[src/rtl/core/mpsm_pkg.sv]
// ----------------------------------------------------------------------------
// mpsm_pkg: shared types and codes of the multi-pattern string matcher
// Holds the action and status codes, the controller states, the datapath
// micro-operations and the control/status bundles between the two.
// ----------------------------------------------------------------------------
package mpsm_pkg;

	localparam int ID_W        = 4;
	localparam int MAX_RESULTS = 16;
	localparam int NCNT_W      = $clog2(MAX_RESULTS);

	typedef enum logic [1:0] {
		ACT_CLEAR = 2'd0,
		ACT_ADD   = 2'd1,
		ACT_BUILD = 2'd2,
		ACT_SCAN  = 2'd3
	} action_t;

	typedef enum logic [2:0] {
		ST_OK            = 3'd0,
		ST_MATCH         = 3'd1,
		ST_NOMATCH       = 3'd2,
		ST_STATES_FULL   = 3'd3,
		ST_PATTERNS_FULL = 3'd4,
		ST_WRONG_PHASE   = 3'd5
	} status_t;

	typedef enum logic [4:0] {
		S_SWEEP_RST, S_IDLE, S_CLR, S_SWEEP_CLR, S_EMIT,
		S_ADD, S_ADD_EV, S_ADD_OWN,
		S_B0, S_B1_RD, S_B1_EV,
		S_B2_POP, S_B2_R, S_B2_FR, S_B2_RD, S_B2_EV, S_B2_NEXT,
		S_B2_WALK, S_B2_FAIL, S_B2_OUT,
		S_SC, S_SC_EV, S_SC_FAIL, S_SC_OWN, S_SC_CH, S_EMIT_M
	} state_t;

	typedef enum logic [4:0] {
		OP_NONE, OP_ACCEPT, OP_CLR, OP_SWEEP, OP_EMIT,
		OP_ADD, OP_ADD_EV, OP_ADD_OWN,
		OP_B0, OP_B1_RD, OP_B1_EV,
		OP_B2_POP, OP_B2_R, OP_B2_FR, OP_B2_RD, OP_B2_EV, OP_B2_NEXT,
		OP_B2_WALK, OP_B2_FAIL, OP_B2_OUT,
		OP_SC, OP_SC_EV, OP_SC_FAIL, OP_SC_OWN, OP_SC_CH, OP_EMIT_M
	} op_t;

	typedef struct packed {
		op_t op;
	} cmd_t;

	typedef struct packed {
		logic sweep_done;
		logic built;
		logic dropped;
		logic add_drop;
		logic last;
		logic q_empty;
		logic chr_last;
		logic g_absent;
		logic own_none;
		logic link_none;
		logic res_last;
		logic out_free;
	} stat_t;

endpackage

[src/rtl/core/mpsm_ctrl.sv]
// ----------------------------------------------------------------------------
// mpsm_ctrl: sequencing state machine of the matcher
// Walks each item through its micro-operations and issues one datapath
// command per cycle, steered by the datapath status.
// ----------------------------------------------------------------------------
module mpsm_ctrl import mpsm_pkg::*; (
	input  logic    clk,
	input  logic    arst_n,
	input  logic    in_valid,
	input  action_t in_action,
	output logic    in_ready,
	input  stat_t   stat,
	output cmd_t    cmd
);

	state_t state_q, state_d;

	always_ff @(posedge clk or negedge arst_n) begin
		if (!arst_n) begin
			state_q <= S_SWEEP_RST;
		end else begin
			state_q <= state_d;
		end
	end

	always_comb begin
		state_d = state_q;
		unique case (state_q)
			S_SWEEP_RST: if (stat.sweep_done) state_d = S_IDLE;
			S_IDLE: begin
				if (in_valid) begin
					unique case (in_action)
						ACT_CLEAR: state_d = S_CLR;
						ACT_ADD:   state_d = S_ADD;
						ACT_BUILD: state_d = S_B0;
						ACT_SCAN:  state_d = S_SC;
						default:   state_d = S_IDLE;
					endcase
				end
			end
			S_CLR:       state_d = S_SWEEP_CLR;
			S_SWEEP_CLR: if (stat.sweep_done) state_d = S_EMIT;
			S_EMIT:      if (stat.out_free) state_d = S_IDLE;
			S_ADD:       state_d = (stat.built || stat.dropped) ? S_EMIT : S_ADD_EV;
			S_ADD_EV:    state_d = (stat.last && !stat.add_drop) ? S_ADD_OWN : S_EMIT;
			S_ADD_OWN:   state_d = S_EMIT;
			S_B0:        state_d = stat.built ? S_EMIT : S_B1_RD;
			S_B1_RD:     state_d = S_B1_EV;
			S_B1_EV:     state_d = stat.chr_last ? S_B2_POP : S_B1_RD;
			S_B2_POP:    state_d = stat.q_empty ? S_EMIT : S_B2_R;
			S_B2_R:      state_d = S_B2_FR;
			S_B2_FR:     state_d = S_B2_RD;
			S_B2_RD:     state_d = S_B2_EV;
			S_B2_EV: begin
				if (!stat.g_absent) state_d = S_B2_WALK;
				else state_d = stat.chr_last ? S_B2_POP : S_B2_NEXT;
			end
			S_B2_NEXT:   state_d = S_B2_RD;
			S_B2_WALK:   state_d = stat.g_absent ? S_B2_FAIL : S_B2_OUT;
			S_B2_FAIL:   state_d = S_B2_WALK;
			S_B2_OUT:    state_d = stat.chr_last ? S_B2_POP : S_B2_NEXT;
			S_SC:        state_d = stat.built ? S_SC_EV : S_EMIT;
			S_SC_EV:     state_d = stat.g_absent ? S_SC_FAIL : S_SC_OWN;
			S_SC_FAIL:   state_d = S_SC_EV;
			S_SC_OWN: begin
				if (!stat.own_none) state_d = S_EMIT_M;
				else state_d = stat.link_none ? S_EMIT : S_SC_CH;
			end
			S_SC_CH:     state_d = S_EMIT_M;
			S_EMIT_M: begin
				if (stat.out_free) state_d = stat.res_last ? S_IDLE : S_SC_CH;
			end
			default:     state_d = S_IDLE;
		endcase
	end

	always_comb begin
		in_ready = 1'b0;
		cmd.op   = OP_NONE;
		unique case (state_q)
			S_SWEEP_RST: cmd.op = OP_SWEEP;
			S_IDLE: begin
				in_ready = 1'b1;
				if (in_valid) cmd.op = OP_ACCEPT;
			end
			S_CLR:       cmd.op = OP_CLR;
			S_SWEEP_CLR: cmd.op = OP_SWEEP;
			S_EMIT:      cmd.op = OP_EMIT;
			S_ADD:       cmd.op = OP_ADD;
			S_ADD_EV:    cmd.op = OP_ADD_EV;
			S_ADD_OWN:   cmd.op = OP_ADD_OWN;
			S_B0:        cmd.op = OP_B0;
			S_B1_RD:     cmd.op = OP_B1_RD;
			S_B1_EV:     cmd.op = OP_B1_EV;
			S_B2_POP:    cmd.op = OP_B2_POP;
			S_B2_R:      cmd.op = OP_B2_R;
			S_B2_FR:     cmd.op = OP_B2_FR;
			S_B2_RD:     cmd.op = OP_B2_RD;
			S_B2_EV:     cmd.op = OP_B2_EV;
			S_B2_NEXT:   cmd.op = OP_B2_NEXT;
			S_B2_WALK:   cmd.op = OP_B2_WALK;
			S_B2_FAIL:   cmd.op = OP_B2_FAIL;
			S_B2_OUT:    cmd.op = OP_B2_OUT;
			S_SC:        cmd.op = OP_SC;
			S_SC_EV:     cmd.op = OP_SC_EV;
			S_SC_FAIL:   cmd.op = OP_SC_FAIL;
			S_SC_OWN:    cmd.op = OP_SC_OWN;
			S_SC_CH:     cmd.op = OP_SC_CH;
			S_EMIT_M:    cmd.op = OP_EMIT_M;
			default:     cmd.op = OP_NONE;
		endcase
	end

endmodule

[config.mk]
export PLATFORM = sky130hd
export DESIGN_NAME = mpsm_ctrl
export DESIGN_NICKNAME = d
export VERILOG_FILES = /design/src/rtl/core/mpsm_pkg.sv /design/src/rtl/core/mpsm_ctrl.sv
export SDC_FILE = /design/constraint.sdc
export NUM_CORES = 1
export LEC_CHECK = 0
export BUFFER_PORTS_ARGS = -buffer_cell sky130_fd_sc_hd__buf_2
export CAP_MARGIN = 15
export CORE_MARGIN = 8
export CORE_UTILIZATION = 51
export CTS_CLUSTER_DIAMETER = 40
export CTS_CLUSTER_SIZE = 30
export DETAILED_ROUTE_END_ITERATION = 10
export PLACE_DENSITY = 0.86
export SLEW_MARGIN = 20
export SYNTH_ARGS = -nofsm -noshare
export SYNTH_HDL_FRONTEND = slang
export SYNTH_SLANG_ARGS = --single-unit
[constraint.sdc]
create_clock -name clk -period 2.1 [get_ports clk]
set_clock_uncertainty 0.2 [all_clocks]
set_input_delay 0.42 -clock clk [delete_from_list [all_inputs] [get_ports clk]]
set_output_delay 0.42 -clock clk [all_outputs]
set_load 0.01 [all_outputs]
==> flow_summary.toml <==
[outcome]
status = "complete, no violations"

[yosys]
yosys.area_share.simple_pct = 40.6
yosys.area.top_type = "dfrtp_1"
yosysUniqueCellTypes = 49
ys_ff_latch = 5
async_flop_share_pct = 100
netlist_top_cells_area = "dfrtp_1, nand2_1, buf_4"
synth_compound_area_share_pct = 32.7
syn-cell-area_um2 = 885
synth_top_family_by_area = "simple AND/OR/NAND/NOR gates"
yosys.area_share.adder_pct = 0
synthCells = 124
ys_warn_count = 0
synth_fp_nets = 141
synth-edff-count = 0
ys_seq_area_share_pct = 14.1
synth_xor_area_share_pct = 0
yosysTopAreaCellShare_pct = 14.1
synth.area.mux_share_pct = 0
ys.flop_type = "dfrtp_1"
syn_avg_cell_area_um2 = 7.13

[final_layout]
fin_area_um2 = 1050
top_regs = "state_q (5)"
regArea_um2 = 130
fillerInstances = 152
nets = 167
drive_above_1_share_pct = 33.6
final_core_util_pct = 62.8
instances_no_fill = 166
largest_register = "state_q"
final_cell_mix = "buf_2, nand2_1, buf_4"
antenna_cells = 0
synthToLayoutAreaGrowth_pct = 18.7
multi_input_area_um2 = 658
largest_reg_flops = 5
final_common_cell = "buf_2"

[timing]
timing.hold.ws_ns = 0.191
maxSlewHeadroom_pct = 75.7
worst_slack_ns = 0.0558
tns_ns = 0
slew_violations = 0
rsz0062_at_grt = "false"
hold_viol_final = 0
max_freq_mhz = 489
fin_crit_sh_pct = 97.3
period_needed_ns = 2.04
finalSetupViolCount = 0
worst_slew_pin_slew_ns = 0.364

[job]
max-cap-violations = 0

[clock_network]
cts.sinks = 5
clk_pin_slew_ns = 0.05
cts_tree = "done"
clkLatencyLatePin_ns = 0.24
cts.path.max_buffers = 2
h-tree-depth = 1
post_cts_buffers = 0
clock_tree.root_cell = "clkbuf_4"
cts_buffers = 3

[worst_setup_path]
end_kind = "primary output"
cp_max_fo = 8
arrival_ns = 1.42
worstPathRequired_ns = 1.48
critPathKind = "reg -> out"
worst_setup_path_start_kind = "flip-flop"

[place]
placedCellCount = 161
dpl_cell_area_um2 = 998
port_buffers = 22
routabilityCongestion = 0.931
dp_slack_ns = 0.144
post-dp-hpwl_mm = 2.08

[floorplan]
die-area_um2 = 3320
initial_core_util_pct = 53.0
die_h_um = 57.6
num_rows = 15
boundaryPins = 23
die_w_um = 57.6
core_um2 = 1670

[global_route]
grt_pass1_vias = 1057
gr-total-overflow = 0
antenna_found_initial = 0
grt_max_degree = 16
grt_pass1_wl_mm = 4.44
grt_use_total_pct = 15.8

[power_and_ir_drop]
peakVddDrop_mv = 0.634
power_mw = 1.50
power_leakage_nw = 0.458
power.density_nw_per_um2 = 1430

[drt]
drc = 0
firstDrtPassIters = 4
drt-vias-per-instance = 6.65
vias = 1104
finalWirelength_mm = 2.67
drtIter0Drc = 94
wl_per_cell_um = 16.1
antenna_left = 0

[min_path]
hold_path_class = "in -> reg"
[final cells by class]
type,count,area share [%]
clock buffer,4,2.50
inverter,5,1.79
timing repair buffer,33,18.6
multi-input combinational,102,62.7
tap,17,2.03
sequential,5,12.4
[cells in the mapped netlist, types with 2 or more instances]
library cell	n
a21boi_0	2
nand2_1	15
nor3_1	3
nand4_1	3
o31ai_1	4
and4b_1	2
nand3_1	8
nor2b_1	4
o21ai_0	3
inv_1	4
buf_6	3
buf_4	6
nor4b_2	2
a22oi_1	2
a21oi_1	7
dfrtp_1	5
o21ai_1	3
nor2_1	8
nand2b_1	3
a221oi_1	2
a31oi_1	4
and3_1	2
o22ai_1	2
buf_2	2
[where the power goes]
group	internal (mW)	switching [mW]
combinational	0.499	0.622
sequential	0.145	0.125
clock	0.0720	0.0417
[final timing paths]
kind / slack [ns] / cells past startpoint / start / end
setup / recovery: 0.06 / 4 / state_q[1] / cmd[4]
hold / removal: 0.19 / 2 / stat[0] / state_q[2]
setup reg to reg: 0.18 / 6 / state_q[0] / state_q[1]
hold reg to reg: 0.47 / 2 / state_q[3] / state_q[3]
max in group asynchronous: 1.20 / 2 / arst_n / state_q[0]
min in group asynchronous: 0.34 / 2 / arst_n / state_q[2]
[critical path: stages, from the launching register on]
cell,delay [ns]
dfrtp_1,0.41
buf_4,0.19
or2_1,0.26
a21boi_0,0.17
buf_2,0.16
[routing by layer]
layer | global-route usage (%) | wire (µm) | up-vias
li1 | - | - | 520
met1 | 18.7 | 1050 | 488
met2 | 27.0 | 1270 | 78
met3 | 3.09 | 268 | 18
met4 | 6.43 | 82 | 0
met5 | 0 | 0 | -
[logic make-up (layout without fill, tap and decap cells)]
kind of cell / Yosys count / after routing
and+or+nand+nor: 61 / 61
AOI/OAI and AO/OA: 41 / 41
DFF: 5 / 5
buffers and inverters: 17 / 42
[repair_timing]
item | CTS | global route
hold buffers | 1 | 0
gates resized for setup | 2 | 6
pin swaps | 0 | 0
setup endpoints to repair | 2 | 4
hold endpoints to repair | 5 | 0
Power figures use the tool's default switching activity.
